## config.mk

```make
export PLATFORM = sky130hd
export DESIGN_NAME = gbsp_ctrl
export DESIGN_NICKNAME = d
export VERILOG_FILES = /design/src/sv/assert_macros.svh /design/src/sv/gbsp_pkg.sv /design/src/sv/gbsp_ctrl.sv
export SDC_FILE = /design/constraint.sdc
export NUM_CORES = 1
export LEC_CHECK = 0
export ABC_AREA = 1
export BUFFER_PORTS_ARGS = -buffer_cell sky130_fd_sc_hd__buf_4
export CAP_MARGIN = 10
export CORE_UTILIZATION = 39
export CTS_BUF_LIST = sky130_fd_sc_hd__clkbuf_16
export CTS_CLUSTER_DIAMETER = 60
export DETAILED_ROUTE_END_ITERATION = 12
export PLACE_DENSITY = 0.71
export SYNTH_ARGS = -nofsm -noshare
export SYNTH_HDL_FRONTEND = slang
export SYNTH_SLANG_ARGS = --single-unit
```

## constraint.sdc

```tcl
create_clock -name clk_i -period 3.6 [get_ports clk_i]
set_input_delay 0.36 -clock clk_i [delete_from_list [all_inputs] [get_ports clk_i]]
set_output_delay 0.36 -clock clk_i [all_outputs]
set_load 0.01 [all_outputs]
```

## src/sv/assert_macros.svh

```systemverilog
// Assertion macros for the grid search block.
// Both macros sample on clk_i and are disabled while rst_ni is low.
`ifndef ASSERT_MACROS_SVH
`define ASSERT_MACROS_SVH

// Plain property checked at every clock edge
`define GBSP_ASSERT(lbl, prop) \
  lbl: assert property (@(posedge clk_i) disable iff (!rst_ni) (prop)) \
    else $error("gbsp assertion failed");

// Same-cycle implication
`define GBSP_ASSERT_IMPL(lbl, ante, cons) \
  lbl: assert property (@(posedge clk_i) disable iff (!rst_ni) (ante) |-> (cons)) \
    else $error("gbsp assertion failed");

`endif

```

## src/sv/gbsp_pkg.sv

```systemverilog
// Shared types and constants of the grid search block.
// No dependencies; used by gbsp_ctrl, gbsp_datapath and the top level.
`timescale 1ns / 1ps
`default_nettype none

package gbsp_pkg;

  localparam int unsigned MAX_SIDE   = 32;
  localparam int unsigned COORD_W    = $clog2(MAX_SIDE);
  localparam int unsigned IDX_W      = 2 * COORD_W;
  localparam int unsigned CELL_COUNT = MAX_SIDE * MAX_SIDE;
  localparam int unsigned CNT_W      = IDX_W + 1;
  localparam int unsigned SIDE_W     = COORD_W + 1;
  localparam int unsigned LEN_W      = 11;

  typedef enum logic [1:0] {
    CMD_LOAD = 2'd0,
    CMD_RUN  = 2'd1,
    CMD_READ = 2'd2,
    CMD_NONE = 2'd3
  } cmd_e;

  typedef enum logic [1:0] {
    CODE_EMPTY = 2'd0,
    CODE_OBST  = 2'd1,
    CODE_GOAL  = 2'd2,
    CODE_ROUTE = 2'd3
  } cell_code_e;

  typedef enum logic {
    REG_WIDTH  = 1'b0,
    REG_HEIGHT = 1'b1
  } cfg_reg_e;

  typedef struct packed {
    logic [1:0]         command;
    logic [COORD_W-1:0] x_coord;
    logic [COORD_W-1:0] y_coord;
    logic [1:0]         cell_in;
  } in_item_t;

  typedef struct packed {
    logic             found;
    logic [LEN_W-1:0] path_length;
    logic [1:0]       cell_out;
  } out_item_t;

  typedef enum logic [3:0] {
    OP_NONE,
    OP_LOAD,
    OP_READ,
    OP_RUN_INIT,
    OP_SWEEP,
    OP_RD_START,
    OP_START_PUSH,
    OP_DEQ,
    OP_CELL_RD,
    OP_NB_ISSUE,
    OP_NB_STEP,
    OP_TR_INIT,
    OP_TR_RD,
    OP_TR_UPD,
    OP_OUT_RUN,
    OP_OUT_READ
  } dp_op_e;

  typedef struct packed {
    dp_op_e op;
  } dp_cmd_t;

  typedef struct packed {
    logic sweep_done;
    logic start_obst;
    logic q_empty;
    logic is_goal;
    logic nb_last;
    logic tr_at_start;
    logic out_free;
  } dp_stat_t;

  typedef enum logic [3:0] {
    ST_IDLE,
    ST_RD_OUT,
    ST_SWEEP,
    ST_START_RD,
    ST_START_CHK,
    ST_DEQ,
    ST_CELL_RD,
    ST_CELL_CHK,
    ST_NB,
    ST_TR_RD,
    ST_TR_UPD,
    ST_RES
  } ctrl_state_e;

endpackage

`default_nettype wire

```

## src/sv/gbsp_ctrl.sv

```systemverilog
// Controller state machine of the grid search: sequences load, read and
// the sweep / breadth-first search / route trace of a run. Uses gbsp_pkg.
`timescale 1ns / 1ps
`default_nettype none

module gbsp_ctrl
  import gbsp_pkg::*;
(
  input  wire logic       clk_i,
  input  wire logic       rst_ni,
  input  wire logic       in_valid_i,
  output logic            in_ready_o,
  input  wire logic [1:0] command_i,
  input  wire dp_stat_t   stat_i,
  output dp_cmd_t         cmd_o
);

  ctrl_state_e state_q, state_d;

  // State register
  always_ff @(posedge clk_i or negedge rst_ni) begin
    if (!rst_ni) state_q <= ST_IDLE;
    else state_q <= state_d;
  end

  // Next state and datapath commands
  always_comb begin
    state_d    = state_q;
    cmd_o.op   = OP_NONE;
    in_ready_o = 1'b0;
    case (state_q)
      ST_IDLE: begin
        in_ready_o = 1'b1;
        if (in_valid_i) begin
          case (command_i)
            CMD_LOAD: cmd_o.op = OP_LOAD;
            CMD_READ: begin
              cmd_o.op = OP_READ;
              state_d  = ST_RD_OUT;
            end
            CMD_RUN: begin
              cmd_o.op = OP_RUN_INIT;
              state_d  = ST_SWEEP;
            end
            default: ;
          endcase
        end
      end
      ST_RD_OUT: begin
        if (stat_i.out_free) begin
          cmd_o.op = OP_OUT_READ;
          state_d  = ST_IDLE;
        end
      end
      ST_SWEEP: begin
        cmd_o.op = OP_SWEEP;
        if (stat_i.sweep_done) state_d = ST_START_RD;
      end
      ST_START_RD: begin
        cmd_o.op = OP_RD_START;
        state_d  = ST_START_CHK;
      end
      ST_START_CHK: begin
        if (stat_i.start_obst) state_d = ST_RES;
        else begin
          cmd_o.op = OP_START_PUSH;
          state_d  = ST_DEQ;
        end
      end
      ST_DEQ: begin
        if (stat_i.q_empty) state_d = ST_RES;
        else begin
          cmd_o.op = OP_DEQ;
          state_d  = ST_CELL_RD;
        end
      end
      ST_CELL_RD: begin
        cmd_o.op = OP_CELL_RD;
        state_d  = ST_CELL_CHK;
      end
      ST_CELL_CHK: begin
        if (stat_i.is_goal) begin
          cmd_o.op = OP_TR_INIT;
          state_d  = ST_TR_RD;
        end else begin
          cmd_o.op = OP_NB_ISSUE;
          state_d  = ST_NB;
        end
      end
      ST_NB: begin
        cmd_o.op = OP_NB_STEP;
        if (stat_i.nb_last) state_d = ST_DEQ;
      end
      ST_TR_RD: begin
        cmd_o.op = OP_TR_RD;
        state_d  = ST_TR_UPD;
      end
      ST_TR_UPD: begin
        cmd_o.op = OP_TR_UPD;
        state_d  = stat_i.tr_at_start ? ST_RES : ST_TR_RD;
      end
      ST_RES: begin
        if (stat_i.out_free) begin
          cmd_o.op = OP_OUT_RUN;
          state_d  = ST_IDLE;
        end
      end
      default: state_d = ST_IDLE;
    endcase
  end

endmodule

`default_nettype wire

```

==> metrics.md, run 1 <==
| Metric | Value |
|---|---|
| Status | `complete, no violations` |
| WL per Instance | `~11 um` |
| Top flop regs | `state_q x4` |
| Post-DP HPWL | `1250 um` |
| Area of the multi-input gates | `427 um2` |
| Detail Route Antenna Nets | `0` |
| Clock insertion delay at the later pin of the skew report | `0.22 ns` |
| Crit share post-route | `roughly 54%` |
| Layout cell share with drive strength beyond 1 | `roughly a quarter` |
| Critical path capture point type | `primary output` |
| GRT Resource Usage Total | `approximately a quarter` |
| Initial Util | `between 40% and 50%` |
| Min cycle time layout | `about 1.9 ns` |
| Netlist cell types | `17` |
| # fillers | `approximately 140` |
| N_diodes | `0` |
| Post-Syn Instances | `about 100` |
| Sink Count | `4` |
| Clk buf depth | `2` |
| # resized after CTS | `0` |
| Primary FF master, synth | `dfrtp_1` |
| Maximum vdd ir drop | `roughly 0.00042 V` |
| Antenna violations before repair | `0` |
| Synthesized Nets | `around 120` |
| Vias in the first global route | `between 600 and 700` |
| Drc violations | `0` |
| Seq/Total Area, Yosys | `16.9%` |
| R2R Setup Slk | `2.18 ns` |
| Port Buf Inserts | `16` |
| Fin Setup TNS | `0 ns` |
| Mapped cell area | `approximately 600 um2` |
| Worst-path fanout max | `8` |
| Worst reg2reg path startpoint | `state_q[2]` |
| Final #Nets | `between 100 and 150` |
| P&R area growth vs syn | `37.9%` |
| WS Path Type | `reg2out` |
| Fmax | `approximately 0.51 GHz` |
| CP Data Required Time | `~3.2 ns` |
| Post-Route Utilization | `around three fifths` |
| MaxCap Viol Count | `0` |
| Drt pass-1 iters | `4` |
| Post-synth top area share | `17.8%` |
| First-pass GRT wire length | `around 2500 um` |
| # IOs | `17` |
| Vias per cell | `4.95` |
| Slew Limit Fails | `0` |
| Finished Layout Cells | `138` |
| Worst r2r path cells | `8` |
| Final wirelength | `between 1500 and 2000 um` |
| Die area | `between 1500 and 2000 um2` |
| RSZ-0062 raised after global routing | `false` |
| Worst EP arrival | `1.59 ns` |
| Pin count of the biggest net entering global routing | `9` |
| Starting DRT DRC Count | `21` |
| Final setup violation count | `0` |
| Post-synthesis sequential element count | `4` |
| Area contributors post-synth | `nand2_1 (18%), dfrtp_1 (17%), nand3_1 (10%), inv_1 (9.5%), nor2_1 (8.9%)` |
| Die height | `slightly above 40 um` |
| Vias | `around 680` |
| Horiz. Die Dim | `approximately 40 um` |
| Hold_sp | `stat_i[0]` |
| Clk pin slew, worst setup/hold paths | `approximately 0.030 ns` |
| Sequential cell area | `100 um2` |
| P per Cell Area | `about 760 nW/um2` |
| Hold EP | `state_q[0]` |
| Final Skew | `roughly 0.0042 ns` |
| Warnings from Yosys | `0` |
| GP Congestion | `0.839` |
| CTS Buf Count | `3` |
| Final hold violation count | `0` |
| Slew HR | `74.4%` |
| Hold depth | `4` |
| Worst-margin pin slew | `0.383 ns` |
| Max FFs per register | `4` |
| Post-synth EDFFs | `0` |
| Synth Area per Inst | `approximately 5.7 um2` |
| FP Rows | `13` |
| Placed insts | `approximately 130` |
| RR Endpoint | `state_q[0]` |
| HP Class | `in2reg` |
| Core Box Area | `between 1000 and 1500 um2` |
| CTS tree | `yes` |
| H-tree depth | `1` |
| Ys async rst share | `100%` |
| Critical Path Start Type | `flip-flop` |
| Leak pwr | `0.505 nW` |
| GRT overflow | `0` |
| CTS Root Cell | `clkbuf_16` |
| Yosys top cell by area | `nand2_1` |
| Largest Register | `state_q` |
## cell usage in the layout (no fill, tap or decap)
cell and n:
a21oi_1 3, dfrtp_1 4, nand2_2 3, dlygate4sd3_1 1
inv_1 15, nor2_2 4, o21bai_1 2, o2111ai_1 1
o21ai_0 3, nor3_1 3, nand3_2 2, clkbuf_16 3
nand3b_1 2, ha_1 4, nor2_1 14, inv_2 2
nand3_1 12, nand2_4 1, buf_4 16, nand2_1 28
## kinds of logic (layout without fill, tap and decap cells)
family                     Yosys count  after routing  share of synthesized area (%)
buffers and inverters               17             37                           10.8
adders and majority gates            4              4                           8.47
DFF                                  4              4                           16.9
AOI/OAI and AO/OA                    9              9                           9.11
and+or+nand+nor                     69             69                           54.7
## routing by layer
layer | vias up | global-route usage (%) | wire length [um]
met5 | - | 0 | 0
met4 | 0 | 7.50 | 19
met3 | 2 | 5.43 | 64
met2 | 19 | 42.2 | 770
met1 | 294 | 26.9 | 718
li1 | 368 | - | -
## through the flow
step           power (W)  area, um2  worst slack [ns]  hold WS (ns)
3_3_place_gp    0.000439        729              1.92         0.157
6_report        0.000620        815              1.65         0.482
5_1_grt         0.000679        815              1.55         0.500
3_5_place_dp    0.000445        729              1.91         0.158
2_1_floorplan   0.000327        591              2.16        0.0644
4_1_cts         0.000622        815              1.65         0.472
## layout make-up
type | count | share of cell area, %
multi-input combinational | 82 | 52.4
timing repair buffer | 17 | 16.0
sequential | 4 | 12.3
clock buffer | 3 | 9.22
inverter | 17 | 7.83
tap | 15 | 2.30
## report_power, final
group	total, W	internal [W]	switching, W
clock	0.000173	0.000142	0.0000309
sequential	0.0000803	0.0000618	0.0000185
combinational	0.000367	0.000144	0.000223
total	0.000620	0.000348	0.000272
## what timing repair did
item,CTS,global route
hold buffers,1,0
hold endpoints to repair,4,0
setup buffers,0,0
## critical path, cell delays in order, from the launching register on
cell and delay (ns):
dfrtp_1 0.44, nor2_2 0.33, nand3_1 0.18, o21ai_0 0.11, inv_1 0.08, o2111ai_1 0.07, buf_4 0.15
## cells in the mapped netlist (2+ instances only)
library cell / count
a21oi_1: 3
dfrtp_1: 4
ha_1: 4
inv_1: 15
inv_2: 2
nand2_1: 28
nand2_2: 3
nand3_1: 12
nand3_2: 2
nand3b_1: 2
nor2_1: 14
nor2_2: 4
nor3_1: 3
o21ai_0: 3
o21bai_1: 2
## worst max-delay path by stage
stage / startpoint / endpoint / slack, ns / depth (start not counted)
2_1_floorplan: state_q[2] / cmd_o[1] / 2.16 / 5
3_3_place_gp: state_q[0] / cmd_o[3] / 1.92 / 7
3_5_place_dp: state_q[0] / cmd_o[3] / 1.91 / 7
4_1_cts: state_q[2] / cmd_o[3] / 1.65 / 6
5_1_grt: state_q[0] / cmd_o[3] / 1.55 / 7
6_report: state_q[2] / cmd_o[3] / 1.65 / 6
(Power assumes the default switching activity.)
==> run 2, diff against run 1 <==
- ABC_AREA: 1 -> 0
- PLACE_DENSITY: 0.71 -> 0.72
- clock period: 3.6 -> 1.58 ns (I/O delays scaled with it)
==> metrics.md, run 2 <==
| Metric | Value |
|---|---|
| Final hold violation count | `0 (unchanged)` |
| Crit. Startpoint | `state_q[2]` |
| Vias in the first global route | `726 (+14%)` |
| Worst r2r path cells | `5 (-3)` |
| Starting DRT DRC Count | `14 (-33%)` |
| R2R Setup Slk | `0.03 ns (-2.15 ns)` |
| Post-Syn Instances | `89 (-14%)` |
| Clk buf depth | `2 (unchanged)` |
| # IOs | `17 (unchanged)` |
| Seq/Total Area, Yosys | `14.1% (-2.9 points)` |
| Die area | `2000 um2 (+19%)` |
| Clk pin slew, worst setup/hold paths | `0.03 ns (about the same)` |
| N_diodes | `0 (unchanged)` |
| Yosys top cell by area | `dfrtp_1` |
| FP Rows | `15 (+2)` |
| Slew HR | `79.7% (+5.3 points)` |
| Vias per cell | `5.46 (+10%)` |
| Die height | `44.7 um (+9.2%)` |
| Horiz. Die Dim | `44.7 um (+9.2%)` |
| Commonest non-fill, non-tap cell in the layout | `buf_4` |
| RR Endpoint | `state_q[2]` |
| Netlist cell types | `44 (+27)` |
| Post-DP HPWL | `1500 um (+20%)` |
| WL per Instance | `14.2 um (+25%)` |
| Mapped cell area | `711 um2 (+20%)` |
| CTS Buf Count | `3 (unchanged)` |
| Slew Limit Fails | `0 (unchanged)` |
| Post-synth top cells | `nand2_1 (8), nor2b_1 (8), nor2_1 (6)` |
| Synth Area per Inst | `7.99 um2 (+39%)` |
| Area of the multi-input gates | `589 um2 (+38%)` |
| CTS tree | `yes` |
| Fmax | `around 0.57 GHz` |
| Switching Share | `41.0% (-2.9 points)` |
| Leak pwr | `0.500 nW (-0.92%)` |
| GP Congestion | `0.869 (+3.6%)` |
| P per Cell Area | `2170 nW/um2 (+190%)` |
| Critical Path Start Type | `flip-flop` |
| Clock insertion delay at the later pin of the skew report | `0.22 ns (about the same)` |
| Clk pwr share | `16.1% (-12 points)` |
| Post-synthesis sequential element count | `4 (unchanged)` |
| Antenna violations before repair | `0 (unchanged)` |
| Final wirelength | `2050 um (+30%)` |
| Compound-Gate Fraction of Synth Area | `27.8% (+19 points)` |
| First-pass GRT wire length | `3140 um (+24%)` |
| Port Buf Inserts | `16 (unchanged)` |
| GRT Resource Usage Total | `21.5% (-2.0 points)` |
| Layout cell share with drive strength beyond 1 | `52.1% (+27 points)` |
| Pint | `0.00143 W (+310%)` |
| Worst-margin pin slew | `0.304 ns (-0.0791 ns)` |
| Initial Util | `41.6% (-2.1 points)` |
| P&R area growth vs syn | `56.9%` |
| HP Class | `in2async` |
| MaxCap Viol Count | `0 (unchanged)` |
| Post-synthesis mux area share | `3.52% (+3.5 points)` |
| XOR/XNOR share of the synthesized area | `3.70% (+3.7 points)` |
| Most frequent cells in the layout | `buf_4 (28), nor2b_1 (7), nand2_1 (7)` |
| Synthesized Nets | `105 (-12%)` |
| Final #Nets | `137 (-2.8%)` |
| Vias | `786 (+15%)` |
| Worst EP arrival | `1.60 ns (about the same)` |
| RSZ-0062 raised after global routing | `true` |
| CP Data Required Time | `1.42 ns (-1.82 ns)` |
| Largest family of logic cells by synthesized area | `simple AND/OR/NAND/NOR gates` |
| Post-synth top area share | `14.1% (-3.7 points)` |
| Max FFs per register | `4 (unchanged)` |
| Primary FF master, synth | `dfrtp_1` |
| Failing checks | `negative setup slack` |
| Ys async rst share | `100% (unchanged)` |
| Comb power frac | `73.0% (+14 points)` |
| Final Skew | `0.000754 ns (-0.00344 ns)` |
| Area contributors post-synth | `dfrtp_1 (14%), ha_1 (7.0%), nor2b_1 (7.0%), nand2_1 (4.2%), a21oi_1 (3.5%)` |
| Net Switching | `0.000994 W (+260%)` |
| H-tree depth | `1 (unchanged)` |
| Largest Register | `state_q` |
| WS Path Type | `reg2out` |
| Crit share post-route | `112%` |
| Final setup violation count | `3 (+3)` |
| Worst-path fanout max | `7 (-1)` |
| GRT overflow | `0 (unchanged)` |
| # fillers | `140 (+2.9%)` |
| Drt pass-1 iters | `4 (unchanged)` |
| Worst setup margin | `-0.183 ns (-1.83 ns)` |
| Post-Synth Simple-Gate Area | `33.3% (-21 points)` |
| Reg power frac | `11.0% (-1.9 points)` |
| Synth Area in Adders | `7.04% (-1.4 points)` |
| CTS Root Cell | `clkbuf_16` |
| Hold slack | `0.272 ns (-0.209 ns)` |
| Top flop regs | `state_q x4` |
| Core Box Area | `1710 um2 (+27%)` |
| Warnings from Yosys | `0 (unchanged)` |
| Pin count of the biggest net entering global routing | `14 (+5)` |
| Maximum vdd ir drop | `0.00107 V (+150%)` |
| Critical path capture point type | `primary output` |
| Post-synth EDFFs | `0 (unchanged)` |
| Sink Count | `4 (unchanged)` |
| Sequential cell area | `105 um2 (+5.0%)` |
| Detail Route Antenna Nets | `0 (unchanged)` |
| Status | `finished, violations left` |
| Post-Place Setup Slack | `-0.00365 ns (-1.91 ns)` |
| Min cycle time layout | `1.76 ns` |
| Worst reg2reg path startpoint | `state_q[1]` |
| Drc violations | `0 (unchanged)` |
[run 2: worst max-delay path, stage by stage (launching register included)]
cell	delay, ns
dfrtp_2	0.44
buf_12	0.15
or4b_4	0.47
o221a_4	0.14
o21ai_2	0.05
buf_4	0.13
[run 2: cells by family after synthesis]
logic type / Yosys count
DFF: 4
xor gates and xnor gates: 3
AOI/OAI and AO/OA: 27
and+or+nand+nor: 37
muxes: 2
buffers and inverters: 12
adders and majority gates: 4
[run 2: cell type report]
cell class,instances,share of cell area (%)
Sequential cell,4,9.43
Tap cell,25,2.81
Timing Repair Buffer,35,26.6
Multi-Input combinational cell,73,52.9
Inverter,4,1.57
Clock buffer,3,6.73
[run 2: worst max-delay path by stage]
stage	endpoint	slack, ns	depth (start not counted)
6_report	cmd_o[2]	-0.18	5
5_1_grt	cmd_o[2]	-0.22	6
4_1_cts	cmd_o[2]	-0.18	5
3_5_place_dp	state_q[3]	-0.004	5
3_3_place_gp	state_q[2]	0.01	5
2_1_floorplan	cmd_o[0]	0.04	4
[run 2: metrics by stage]
step	TNS [ns]	std cells	cell area, um2	utilization, %	power (W)
after floorplan	0	89	711	-	0.00126
after global placement	0	138	937	54.9	0.00172
after detailed placement	-0.00653	138	937	54.9	0.00176
after CTS	-0.461	142	1070	62.5	0.00227
after global routing	-0.613	144	1110	65.3	0.00255
final	-0.482	144	1110	65.3	0.00242
[run 2: layer usage]
layer	track usage, %	up-vias	wire length (um)
met3	3.67	2	68
li1	-	385	-
met2	36.2	21	1100
met5	0	-	0
met4	10.9	0	17
met1	26.0	378	858
[run 2: what timing repair did]
item / 4_1_cts / 5_1_grt
pin swaps: 1 / 2
hold endpoints to repair: 4 / 0
setup endpoints to repair: 7 / 8
hold buffers: 1 / 0
buffers inserted: 0 / 2
resized for setup: 12 / 10
[run 2: power by group through the flow]
stage | Sequential, W | Clock (W) | Combinational, W
floorplan | 0.000179 | 0 | 0.00108
global placement | 0.000239 | 0 | 0.00148
detailed placement | 0.000241 | 0 | 0.00152
CTS | 0.000254 | 0.000392 | 0.00162
global route | 0.000273 | 0.000398 | 0.00187
finish | 0.000265 | 0.000389 | 0.00177
==> run 3, diff against run 2 <==
- PLACE_DENSITY: 0.72 -> default
- PLACE_DENSITY_LB_ADDON: default -> 0.12
==> metrics.md, run 3 (synthesis gave the netlist of run 2 again) <==
| Metric | Value |
|---|---|
| Status | `finished, violations left` |
| Failing checks | `design-rule violations, negative setup slack` |
| # fillers | `145 (+3.6%)` |
| Most frequent cells in the layout | `buf_4 (24), buf_6 (8), nand2_1 (7)` |
| P&R area growth vs syn | `64.1%` |
| Reg power frac | `9.1% (-1.9 points)` |
| Final setup violation count | `6 (+3)` |
| Net Switching | `0.00103 W (+3.9%)` |
| Worst-path fanout max | `3 (-4)` |
| Comb power frac | `75.7% (+2.7 points)` |
| Clk pin slew, worst setup/hold paths | `0.03 ns (about the same)` |
| Detail Route Antenna Nets | `0 (unchanged)` |
| Pin count of the biggest net entering global routing | `15 (+1)` |
| Drc violations | `2 (+2)` |
| Area of the multi-input gates | `609 um2 (+3.4%)` |
| MaxCap Viol Count | `0 (unchanged)` |
| R2R Setup Slk | `-0.07 ns (-0.10 ns)` |
| GP Congestion | `0.789 (-9.2%)` |
| Horiz. Die Dim | `44.7 um (unchanged)` |
| Commonest non-fill, non-tap cell in the layout | `buf_4` |
| Clk pwr share | `15.2% (-0.9 points)` |
| WS Path Type | `reg2out` |
| Clk buf depth | `2 (unchanged)` |
| Final #Nets | `138 (+0.73%)` |
| Drt pass-1 iters | `8 (+4)` |
| Starting DRT DRC Count | `12 (-2)` |
| CP Data Required Time | `1.42 ns (about the same)` |
| Sink Count | `4 (unchanged)` |
| GRT overflow | `0 (unchanged)` |
| Die area | `2000 um2 (unchanged)` |
| Die height | `44.7 um (unchanged)` |
| Worst reg2reg path startpoint | `state_q[1]` |
| Slew Limit Fails | `0 (unchanged)` |
| Switching Share | `39.9% (-1.1 points)` |
| Placed insts | `134 (-2.9%)` |
| N_diodes | `0 (unchanged)` |
| Initial Util | `41.6% (unchanged)` |
| Core Box Area | `1710 um2 (unchanged)` |
| # IOs | `17 (unchanged)` |
| CTS Buf Count | `3 (unchanged)` |
| H-tree depth | `1 (unchanged)` |
| Design area | `1170 um2 (+4.6%)` |
| Final Skew | `0.00172 ns (+0.000969 ns)` |
| Finished Layout Cells | `145 (+0.69%)` |
| Vias in the first global route | `704 (-3.0%)` |
| Leak pwr | `0.523 nW (+4.7%)` |
| Slew HR | `79.7% (about the same)` |
| FP Rows | `15 (unchanged)` |
| CTS tree | `yes` |
| Pint | `0.00156 W (+8.9%)` |
| First-pass GRT wire length | `3150 um (+0.22%)` |
| Antenna violations before repair | `0 (unchanged)` |
| Max FFs per register | `4 (unchanged)` |
| Clock insertion delay at the later pin of the skew report | `0.22 ns (about the same)` |
| Post-DP HPWL | `1420 um (-5.3%)` |
| WL per Instance | `13.3 um (-6.2%)` |
| P per Cell Area | `2220 nW/um2 (+2.2%)` |
| CTS Root Cell | `clkbuf_16` |
| RSZ-0062 raised after global routing | `true` |
| Port Buf Inserts | `16 (unchanged)` |
| HP Class | `in2async` |
| Maximum vdd ir drop | `0.00116 V (+9.0%)` |
| RR Endpoint | `state_q[3]` |
| Critical Path Start Type | `flip-flop` |
| Sequential cell area | `103 um2 (-2.4%)` |
| Vias per cell | `5.26 (-3.7%)` |
| Layout cell share with drive strength beyond 1 | `51.7% (-0.43 points)` |
| Largest Register | `state_q` |
| GRT Resource Usage Total | `21.7% (+0.22 points)` |
| Min cycle time layout | `1.78 ns (+0.0163 ns)` |
| Final hold violation count | `0 (unchanged)` |
| Placed Area | `907 um2 (-3.2%)` |
| Crit share post-route | `113% (+1.0 points)` |
| Vias | `762 (-3.1%)` |
| Worst setup margin | `-0.199 ns (-0.0163 ns)` |
| Fmax | `0.562 GHz (-0.91%)` |
| Final wirelength | `1930 um (-5.6%)` |
| Top flop regs | `state_q x4` |
| Worst r2r path cells | `6 (+1)` |
| Critical path capture point type | `primary output` |
| Worst-margin pin slew | `0.303 ns (-0.000556 ns)` |
| Worst EP arrival | `1.62 ns (+0.02 ns)` |
-- run 3: worst max-delay path by stage --
stage,end,from
finish,cmd_o[2],state_q[1]
global route,cmd_o[0],state_q[1]
CTS,cmd_o[0],state_q[3]
global placement,cmd_o[0],state_q[1]
detailed placement,cmd_o[0],state_q[1]
floorplan,cmd_o[0],state_q[1]
-- run 3: what timing repair did --
action | 4_1_cts | 5_1_grt
endpoints found under the hold margin | 4 | 0
setup endpoints to repair | 4 | 8
buffers inserted | 5 | 3
resized for setup | 7 | 24
pin swaps | 4 | 8
hold buffers | 1 | 0
-- run 3: final cells by class --
type,count,area share [%]
sequential,4,8.80
tap,25,2.68
clock buffer,3,6.44
multi-input combinational,73,52.3
inverter,4,1.50
timing repair buffer,36,28.3
-- run 3: per-layer routing --
metal	track usage [%]	up-vias	wire length (um)
li1	-	383	-
met1	28.6	362	896
met2	37.4	15	977
met3	2.45	2	37
met4	5.45	0	19
met5	0	-	0
-- run 3: power by group through the flow --
stage                     Clock (W)  Combinational [W]  Sequential, W
after global placement            0            0.00151       0.000218
after CTS                  0.000398            0.00170       0.000219
after floorplan                   0            0.00108       0.000179
after detailed placement          0            0.00152       0.000221
after global routing       0.000405            0.00210       0.000241
final                      0.000394            0.00196       0.000236
-- run 3: metrics by stage --
stage | setup TNS [ns] | setup WS (ns) | hold WS [ns] | utilization (%) | total power, W
final | -0.646 | -0.199 | 0.272 | 68.3 | 0.00259
after global routing | -0.963 | -0.228 | 0.281 | 68.3 | 0.00275
after CTS | -0.560 | -0.179 | 0.271 | 62.1 | 0.00232
after detailed placement | -0.00652 | -0.00652 | -0.0442 | 53.1 | 0.00174
after global placement | 0 | 0.0136 | -0.0440 | 53.1 | 0.00173
after floorplan | 0 | 0.0426 | -0.138 | - | 0.00126
-- run 3: worst max-delay path: stages (launching register included) --
cell	delay, ns
dfrtp_1	0.42
buf_6	0.13
inv_4	0.03
or4b_4	0.50
o221a_4	0.14
o21ai_2	0.05
buf_4	0.13
